$ cat src/rtl/core/ssbs_pkg.sv
// shared constants and types for the sorted store binary search block
`default_nettype none
package ssbs_pkg;

   localparam int DEPTH   = 64;
   localparam int ADDR_W  = (DEPTH > 1) ? $clog2(DEPTH) : 1;
   localparam int CNT_W   = $clog2(DEPTH + 1);
   localparam int VALUE_W = 31;
   localparam int POS_W   = 6;
   localparam int KIND_W  = 2;

   typedef enum logic [KIND_W-1:0] {
      KIND_APPEND = 2'd0,
      KIND_SEARCH = 2'd1,
      KIND_CLEAR  = 2'd2,
      KIND_NONE   = 2'd3
   } kind_type;

   typedef enum logic [2:0] {
      ST_IDLE,
      ST_INS_READ,
      ST_INS_CMP,
      ST_SRCH_READ,
      ST_SRCH_CMP
   } state_type;

endpackage
`default_nettype wire

$ cat src/rtl/core/sorted_store_binary_search.sv
// sorted store with binary search: top level, sequencer and entry memory
//
// The block keeps up to DEPTH (64) 31-bit values in ascending order in a
// single-port-write, single-port-read memory with a registered read. An
// append item walks down from the top of the filled region, moving each
// larger entry up one place, each move being a read, then a compare and
// write, and drops its value into the gap, holding req_stall high until
// the value is written.
// An append into an empty store is written in the cycle it is accepted, and
// an append into a full store is dropped. A search item runs a binary search
// in which each memory probe is a read, then a compare; req_stall stays high
// until the search ends, after at most log2(DEPTH)+1 probes, and it returns
// one item with found and the probe
// index (0 when not found). Clear empties the store in the cycle it is
// accepted; kind 3 is ignored. Only a search, or an append into a store that
// is neither empty nor full, occupies the sequencer. The result sits in an
// output register, so a new item can be taken while an earlier result still
// waits; a search that finishes while that register is still held waits for
// it to drain, which adds those cycles to its stall.
`default_nettype none
module sorted_store_binary_search (
   input  wire logic                         clock,
   input  wire logic                         reset,
   // request channel
   input  wire logic                         req_valid,
   output logic                              req_stall,
   input  wire logic [ssbs_pkg::KIND_W-1:0]  req_kind,
   input  wire logic [ssbs_pkg::VALUE_W-1:0] req_value,
   // response channel
   output logic                              rsp_valid,
   input  wire logic                         rsp_stall,
   output logic                              rsp_found,
   output logic [ssbs_pkg::POS_W-1:0]        rsp_position
);
   import ssbs_pkg::*;

   // sequencer state
   state_type state_ff, state_in;

   // number of valid entries
   logic [CNT_W-1:0]   count_ff, count_in;
   // insert position walking down during an append
   logic [CNT_W-1:0]   idx_ff, idx_in;
   // value being appended or key being searched
   logic [VALUE_W-1:0] key_ff, key_in;
   // search window: left inclusive, hi exclusive (hi = right + 1)
   logic [CNT_W-1:0]   left_ff, left_in;
   logic [CNT_W-1:0]   hi_ff, hi_in;
   logic [CNT_W-1:0]   mid_ff, mid_in;

   // result register
   logic               rsp_valid_ff, rsp_valid_in;
   logic               rsp_found_ff, rsp_found_in;
   logic [POS_W-1:0]   rsp_position_ff, rsp_position_in;

   // entry memory
   logic [VALUE_W-1:0] entry_mem [DEPTH];
   logic [VALUE_W-1:0] rd_data_ff;
   logic               rd_en;
   logic [ADDR_W-1:0]  rd_addr;
   logic               wr_en;
   logic [ADDR_W-1:0]  wr_addr;
   logic [VALUE_W-1:0] wr_data;

   // shared conditions
   logic               req_take;
   logic               out_free;
   logic               store_full;
   logic               store_empty;
   logic [CNT_W-1:0]   idx_dec;
   logic [CNT_W-1:0]   mid_calc;
   logic               window_open;
   logic               probe_hit;
   logic               probe_less;
   logic               probe_more;

   assign req_take    = req_valid && !req_stall;
   assign out_free    = !rsp_valid_ff || !rsp_stall;
   assign store_full  = (count_ff == CNT_W'(DEPTH));
   assign store_empty = (count_ff == '0);
   assign idx_dec     = idx_ff - CNT_W'(1);
   // mid = left + (right - left) / 2 with right = hi - 1
   assign mid_calc    = left_ff + ((hi_ff - left_ff - CNT_W'(1)) >> 1);
   assign window_open = (left_ff < hi_ff);
   // 31-bit equal and less-than compares between the read entry and the key
   assign probe_hit   = (rd_data_ff == key_ff);
   assign probe_less  = (rd_data_ff < key_ff);
   assign probe_more  = !probe_hit && !probe_less;

   // only the idle sequencer takes items
   assign req_stall = (state_ff != ST_IDLE);

   // next state
   always_comb begin
      state_in = state_ff;
      case (state_ff)
         ST_IDLE: begin
            if (req_take) begin
               case (req_kind)
                  KIND_APPEND: begin
                     if (!store_full && !store_empty) begin
                        state_in = ST_INS_READ;
                     end
                  end
                  KIND_SEARCH: begin
                     state_in = ST_SRCH_READ;
                  end
                  default: begin
                     state_in = ST_IDLE;
                  end
               endcase
            end
         end
         ST_INS_READ: begin
            // reached the bottom: drop the value at index 0
            if (idx_ff == '0) begin
               state_in = ST_IDLE;
            end else begin
               state_in = ST_INS_CMP;
            end
         end
         ST_INS_CMP: begin
            if (rd_data_ff > key_ff) begin
               state_in = ST_INS_READ;
            end else begin
               state_in = ST_IDLE;
            end
         end
         ST_SRCH_READ: begin
            if (window_open) begin
               state_in = ST_SRCH_CMP;
            end else if (out_free) begin
               state_in = ST_IDLE;
            end
         end
         ST_SRCH_CMP: begin
            if (probe_hit) begin
               if (out_free) begin
                  state_in = ST_IDLE;
               end
            end else begin
               state_in = ST_SRCH_READ;
            end
         end
         default: begin
            state_in = ST_IDLE;
         end
      endcase
   end

   // datapath, memory controls and result register
   always_comb begin
      count_in        = count_ff;
      idx_in          = idx_ff;
      key_in          = key_ff;
      left_in         = left_ff;
      hi_in           = hi_ff;
      mid_in          = mid_ff;
      rsp_valid_in    = rsp_valid_ff && rsp_stall;
      rsp_found_in    = rsp_found_ff;
      rsp_position_in = rsp_position_ff;
      rd_en           = 1'b0;
      rd_addr         = '0;
      wr_en           = 1'b0;
      wr_addr         = '0;
      wr_data         = key_ff;
      case (state_ff)
         ST_IDLE: begin
            if (req_take) begin
               case (req_kind)
                  KIND_APPEND: begin
                     key_in = req_value;
                     idx_in = count_ff;
                     if (!store_full && store_empty) begin
                        // first entry goes straight in
                        wr_en    = 1'b1;
                        wr_addr  = '0;
                        wr_data  = req_value;
                        count_in = count_ff + CNT_W'(1);
                     end
                  end
                  KIND_SEARCH: begin
                     key_in  = req_value;
                     left_in = '0;
                     hi_in   = count_ff;
                  end
                  KIND_CLEAR: begin
                     count_in = '0;
                  end
                  default: begin
                     count_in = count_ff;
                  end
               endcase
            end
         end
         ST_INS_READ: begin
            if (idx_ff == '0) begin
               wr_en    = 1'b1;
               wr_addr  = '0;
               wr_data  = key_ff;
               count_in = count_ff + CNT_W'(1);
            end else begin
               rd_en   = 1'b1;
               rd_addr = idx_dec[ADDR_W-1:0];
            end
         end
         ST_INS_CMP: begin
            wr_en   = 1'b1;
            wr_addr = idx_ff[ADDR_W-1:0];
            if (rd_data_ff > key_ff) begin
               // move the larger entry up one place
               wr_data = rd_data_ff;
               idx_in  = idx_dec;
            end else begin
               wr_data  = key_ff;
               count_in = count_ff + CNT_W'(1);
            end
         end
         ST_SRCH_READ: begin
            if (window_open) begin
               rd_en   = 1'b1;
               rd_addr = mid_calc[ADDR_W-1:0];
               mid_in  = mid_calc;
            end else if (out_free) begin
               rsp_valid_in    = 1'b1;
               rsp_found_in    = 1'b0;
               rsp_position_in = '0;
            end
         end
         ST_SRCH_CMP: begin
            if (probe_hit) begin
               if (out_free) begin
                  rsp_valid_in    = 1'b1;
                  rsp_found_in    = 1'b1;
                  rsp_position_in = POS_W'(mid_ff);
               end
            end else if (probe_less) begin
               left_in = mid_ff + CNT_W'(1);
            end else if (probe_more) begin
               hi_in = mid_ff;
            end
         end
         default: begin
            rsp_valid_in = rsp_valid_ff && rsp_stall;
         end
      endcase
   end

   // control registers
   always_ff @(posedge clock) begin
      if (reset) begin
         state_ff     <= ST_IDLE;
         count_ff     <= '0;
         rsp_valid_ff <= 1'b0;
      end else begin
         state_ff     <= state_in;
         count_ff     <= count_in;
         rsp_valid_ff <= rsp_valid_in;
      end
   end

   // payload registers
   always_ff @(posedge clock) begin
      idx_ff          <= idx_in;
      key_ff          <= key_in;
      left_ff         <= left_in;
      hi_ff           <= hi_in;
      mid_ff          <= mid_in;
      rsp_found_ff    <= rsp_found_in;
      rsp_position_ff <= rsp_position_in;
   end

   // entry memory, one write and one registered read per cycle
   always_ff @(posedge clock) begin
      if (wr_en) begin
         entry_mem[wr_addr] <= wr_data;
      end
   end

   always_ff @(posedge clock) begin
      if (rd_en) begin
         rd_data_ff <= entry_mem[rd_addr];
      end
   end

   assign rsp_valid    = rsp_valid_ff;
   assign rsp_found    = rsp_found_ff;
   assign rsp_position = rsp_position_ff;

endmodule
`default_nettype wire

$ cat config.mk
export PLATFORM = sky130hd
export DESIGN_NAME = sorted_store_binary_search
export DESIGN_NICKNAME = d
export VERILOG_FILES = /design/src/rtl/core/ssbs_pkg.sv /design/src/rtl/core/sorted_store_binary_search.sv
export SDC_FILE = /design/constraint.sdc
export NUM_CORES = 2
export LEC_CHECK = 0
export BUFFER_PORTS_ARGS = -buffer_cell sky130_fd_sc_hd__buf_2
export CAP_MARGIN = 20
export CELL_PAD_IN_SITES_DETAIL_PLACEMENT = 1
export CELL_PAD_IN_SITES_GLOBAL_PLACEMENT = 1
export CORE_MARGIN = 10
export CORE_UTILIZATION = 58
export DETAILED_ROUTE_END_ITERATION = 10
export PLACE_DENSITY_LB_ADDON = 0.1
export SLEW_MARGIN = 20
export SYNTH_ARGS = -nofsm -noshare
export SYNTH_HDL_FRONTEND = slang
export SYNTH_SLANG_ARGS = --single-unit
$ cat constraint.sdc
create_clock -name clock -period 7.4 [get_ports clock]
set_clock_uncertainty 0.05 [all_clocks]
set_input_delay 1.48 -clock clock [delete_from_list [all_inputs] [get_ports clock]]
set_output_delay 1.48 -clock clock [all_outputs]
set_load 0.01 [all_outputs]
# Yosys cells after proc, flatten, opt, wreduce, memory -nomap -nowiden
# Memory sizes are Yosys's and may differ from the RTL's. A register that Yosys moved wholly into a read port is not among the register bits.
# Cells that the tools add are included.
[word_totals]
reg_bits = 77
in_bits = 37
word_cells = 139
memories = 1
ramBits = 1984
[classes]
n_mux = 63
n_lt_le_gt_ge = 3
eq_ne = 25
addsub = 6
reduce_logical = 31
[mem_list]
columns = ["memory", "depth", "word_bits", "rd", "rd_clocked_by_memory_dff", "wr", "line", "rtl"]
rows = [
  ["entry_mem", 64, 31, 1, 1, 1, "sorted_store_binary_search.sv:57", "logic [VALUE_W-1:0] entry_mem [DEPTH];"],
]
[ops]
columns = ["op", "count"]
rows = [
  ["$mux W31", 4],
  ["$mux W7", 16],
  ["$pmux W31 S2", 1],
  ["$pmux W7 S2", 4],
  ["$mux W6", 7],
  ["$eq A31 B31 Y1", 1],
  ["$gt A31 B31 Y1", 1],
  ["$lt A31 B31 Y1", 1],
  ["$ne A2 B2 Y1 const B", 13],
  ["$pmux W6 S2", 2],
  ["$pmux W7 S3", 1],
  ["$mux W1", 16],
  ["$mux W3", 5],
  ["$pmux W3 S5", 1],
  ["$add A7 B1 Y7 const B", 2],
  ["$logic_not A7 Y1", 2],
  ["$sub A7 B1 Y7 const B", 2],
  ["$reduce_and A6 Y1", 2],
  ["$reduce_and A5 Y1", 2],
  ["$add A7 B6 Y7", 1],
  ["$eq A7 B7 Y1 const B", 1],
  ["$logic_not A1 Y1", 7],
  ["$lt A7 B7 Y1", 1],
  ["$sub A7 B7 Y7", 1],
  ["other kinds (22)", 34],
]

# Logic depth before layout (Yosys ltp)
[logic_depth]
ltp_word = 9
ltp_mapped = 18
mapped_depth_nobuf = 17

# Worst setup path before layout
# No wires, ideal clock.
[synth_timing]
path_kind = "input-to-reg"
start = "in req_kind[1] in the netlist's numbering"
end = "mem entry_mem[0][0], data pin"
stages = 7
t_required_ps = 6762
t_arrival_ps = 4507
setup_slack_ps = 2255
setup_time_ps = 588
path_buffers = 2
cell_sequence = "nand2b_1 nor3_1 nor3b_1 clkbuf_1 clkbuf_1 nand2_1 a31oi_1"
[synth_via]
elab_chain_cells = 4
[synth_rtl]
columns = ["element", "line", "rtl"]
rows = [
  ["start, declared", "sorted_store_binary_search.sv:27", "input wire logic [ssbs_pkg::KIND_W-1:0] req_kind,"],
  ["$logic_not A2 Y1", "sorted_store_binary_search.sv:170", "case (req_kind)"],
  ["$mux W31", "sorted_store_binary_search.sv:170", ""],
  ["$mux W31", "sorted_store_binary_search.sv:169", "if (req_take) begin"],
  ["$pmux W31 S2", "sorted_store_binary_search.sv:167", "case (state_ff)"],
  ["net wr_data[0]", "sorted_store_binary_search.sv:63", "logic [VALUE_W-1:0] wr_data;"],
  ["end, declared", "sorted_store_binary_search.sv:57", ""],
]
# The timed path passes the listed nets, and every way through them passes these cells.

# Final worst setup path
[layout_timing]
start = "reg left_ff[0]"
end = "reg rd_data_ff[14], read port of entry_mem, data pin"
[layout_via]
elab_chain_cells = 5
elab_cells_between_ends = 8
cone_classes = "add/sub: 3; order compare: 1; mux: 4"
[layout_rtl]
columns = ["element", "line", "rtl"]
rows = [
  ["start, declared", "sorted_store_binary_search.sv:47", "logic [CNT_W-1:0] left_ff, left_in;"],
  ["start signal, assigned", "sorted_store_binary_search.sv:266", "left_ff <= left_in;"],
  ["$sub A7 B7 Y7", "sorted_store_binary_search.sv:83", "assign mid_calc = left_ff + ((hi_ff - left_ff - CNT_W'(1)) >> 1);"],
  ["$sub A7 B1 Y7", "sorted_store_binary_search.sv:83", ""],
  ["$add A7 B6 Y7 (*)", "sorted_store_binary_search.sv:83", ""],
  ["net mid_calc[0]", "sorted_store_binary_search.sv:71", "logic [CNT_W-1:0] mid_calc;"],
  ["$mux W6 (*)", "sorted_store_binary_search.sv:220", "if (window_open) begin"],
  ["$pmux W6 S2 (*)", "sorted_store_binary_search.sv:167", ""],
  ["end, declared", "sorted_store_binary_search.sv:58", "logic [VALUE_W-1:0] rd_data_ff;"],
]
# The timed path passes the listed nets; every way through them passes the cells marked *.
# A chain may end at the register's enable or synchronous reset.

==> impl_metrics.csv <==
group,metric,value,unit
status,status,"complete, no violations",
worst_setup_path,startpoint_type,"flip-flop",
die,initial_core_util,58.3,%
cts,clk_latency,0.86,ns
pwr,power.density,270,mW/mm2
place,portBuffers,45,
global_route,antenna_found_initial,12,
finish,drive_above_1_share,11.8,%
place,post-dp-hpwl,167000,um
timing,slew-limit-headroom,15.6,%
timing,fmax,161,MHz
place,place_inst,7625,
route,routed_wl,284000,um
worst_setup_path,arrival,6.74,ns
route,via_per_inst,6.86,
logic_synthesis,synth-seq-cells,2092,
logic_synthesis,syn-num-nets,5907,
cts,clk_path_buf_depth,3,
logic_synthesis,synth_flop_cell,"edfxtp_1",
pwr,swShare,23.5,%
worst_setup_path,cp_max_fo,76,
logic_synthesis,syn_avg_cell_area,14.4,um2
route,drt_iter0_drc,7281,
route,via_count,55000,
logic_synthesis,yosysWarnings,0,
cts,cts_resized,0,
pwr,p_switching,6.00,mW
route,firstDrtPassIters,6,
die,ioPinCount,46,
global_route,gr-usage-all-layers,35.3,%
route,drc,0,
route,final_antenna_net_count,0,
logic_synthesis,synth-seq-area-share,75.1,%
timing,layout_min_cycle_time,6.19,ns
timing,worst_slew_pin_slew,1.26,ns
timing,final.period_utilization,83.7,%
place,gp_congestion,0.891,
cts,clk_pin_slew_worst_paths,0.06,ns
pwr,p_seq_share,52.6,%
cts,cts_tree,"done",
cts,htree_levels,4,
cts,cts_sinks,2092,
finish,final_cell_mix,"edfxtp_1 (2,081), nand2_1 (1,374), mux2i_1 (250)",
timing,rsz0062_at_grt,"false",
global_route,grt_pass1_wl,406000,um
die,fp.dieW,400,um
cts,post_cts_buffers,0,
worst_setup_path,required,7.95,ns
pwr,pwr-share-comb,7.1,%
finish,fin_cells,8014,
logic_synthesis,synthCells,5815,
timing,fin_hold_ws,0.500,ns
pwr,ir_drop,224,uV
die,die_h,400,um
cts,cts_buffers,205,
die,core_region_area,0.143,mm2
global_route,grt_overflow,0,
worst_setup_path,end_kind,"flip-flop",
min_path,hold_path.class,"reg2reg",
pwr,total_power,25.5,mW
timing,setup_tns,0,ns
cts,cts_root_buffer,"clkbuf_16",
timing,hold_viol,0,
timing,finalMaxSlewViolations,0,
pwr,p_int,19.5,mW
worst_setup_path,worstSetupPathType,"reg2reg",
logic_synthesis,synthArstFlopShare,0,%
job,maxCapViolCount,0,
finish,layout_commonest_cell,"edfxtp_1",
route,wl_per_cell,35.5,um
logic_synthesis,ys_types,66,
finish,area_growth,12.9,%
finish,fill_cells,12800,
pwr,power.leakage,32.6,nW
finish,final_nets,6024,
timing,setup_viol,0,
die,row_count,139,
logic_synthesis,synth-edff-count,2081,
pwr,p_clk_share,40.3,%
die,dieArea,0.160,mm2
global_route,grt_pass1_vias,57400,
global_route,grt_start_max_net_pins,163,
logic_synthesis,syn_area,0.0835,mm2
cts,ctsHoldBuffers,0,
==> flip-flops by register name (all words and copies together), names as in the netlist <==
name          count
count_ff          7
entry_mem      1984
hi_ff             7
idx_ff            7
key_ff           31
left_ff           7
mid_ff            7
rd_data_ff       31
rsp_found         1
rsp_position      6
rsp_valid         1
state_ff          3
==> through the flow <==
| step | utilization (%) | worst slack [ns] | instance area [um2] |
|---|---|---|---|
| 3_5_place_dp | 61.2 | 1.31 | 87700 |
| 6_report | 65.8 | 1.21 | 94300 |
| 4_1_cts | 65.7 | 1.34 | 94200 |
| 5_1_grt | 65.8 | 1.07 | 94300 |
| 3_3_place_gp | 61.0 | 0.613 | 87400 |
| 2_1_floorplan | - | 2.26 | 83500 |
==> metal layers <==
layer | vias up | track usage, % | wire (um) | part of all wire (%)
met3 | 855 | 7.33 | 29800 | 10
met4 | 10 | 21.6 | 20400 | 7.2
li1 | 22500 | - | - | -
met1 | 28300 | 44.4 | 99900 | 35
met2 | 3372 | 56.5 | 134000 | 47
met5 | - | 0 | 109 | 0.038
==> worst max-delay path, cell delays in order (launching register included) <==
cell and delay, ns:
edfxtp_1 0.41, nor2b_1 0.28, inv_1 0.09, fa_1 0.49, inv_1 0.04, ha_1 0.35, inv_1 0.06, a2111oi_0 0.73
o21ai_4 0.24, nand2_8 0.64, buf_4 0.53, nand2b_1 0.57, buf_4 0.43, a21oi_1 0.27, nor4_2 0.10, buf_4 0.20
nor4_1 0.34
==> final timing paths <==
check	start	to	slack, ns	cells past startpoint
min reg2reg	rsp_valid	rsp_valid	0.50	2
max	left_ff[0]	rd_data_ff[14]	1.21	16
min	rsp_valid	rsp_valid	0.50	2
max reg2reg	left_ff[0]	rd_data_ff[14]	1.21	16
==> synthesized netlist by cell type, types with 3 or more instances <==
cell,n,area [um2]
clkbuf_1,194,728
nand4_1,17,106
a211oi_1,124,931
buf_6,3,33.8
a32oi_1,187,1640
a311oi_1,93,815
a21oi_1,95,475
nor2b_1,5,31.3
a2111oi_0,32,280
a211o_1,61,534
ha_1,53,663
or3_1,6,37.5
and2_1,4,25.0
mux2i_1,250,2500
nor3_1,11,55.1
xnor2_1,10,87.6
a31oi_1,131,820
nand4b_1,3,26.3
buf_2,145,726
nor2_1,164,616
dfxtp_1,11,220
buf_4,8,60.1
and3_1,133,832
xor2_1,9,78.8
edfxtp_1,2081,62500
a21o_1,22,165
nand3_1,207,1040
nand2_1,1374,5160
or4b_2,3,30.0
buf_1,25,93.8
o21a_1,3,22.5
o21ai_0,24,120
nand2b_1,4,25.0
or4_1,5,37.5
o22ai_1,65,407
inv_1,66,248
a21boi_1,3,22.5
a21boi_0,87,653
nor4_1,63,394
==> logic make-up after synthesis <==
| group | count (synthesis) | synth area share [%] |
|---|---|---|
| adder cells (fa/ha/maj) | 55 | 0.842 |
| multiplexers | 250 | 3.00 |
| flip-flops | 2092 | 75.1 |
| AO/OA/AOI/OAI | 946 | 8.44 |
| buffers and inverters | 442 | 2.27 |
| XOR/XNOR | 19 | 0.199 |
| AND/OR/NAND/NOR | 2011 | 10.2 |
==> power by group through the flow <==
stage                     clock network (mW)  registers (mW)  logic, mW
after detailed placement                   0            13.7       1.73
after global placement                     0            13.7       1.63
after floorplan                            0            13.7      0.853
final                                   10.3            13.4       1.80
after CTS                               10.3            13.4       1.75
after global routing                    10.8            13.4       1.87
==> cell type report <==
cell class	count	area, um2	share of cell area (%)
flip-flops and latches	2092	62700	66.5
multi-input cells	3281	20000	21.2
clock buffers	252	5330	5.65
repair buffers	285	2380	2.53
well taps	1903	2380	2.52
clock inverters	127	1200	1.28
inverters	67	251	0.267
diodes	7	17.5	0.0186
Power figures use the tool's default switching activity.
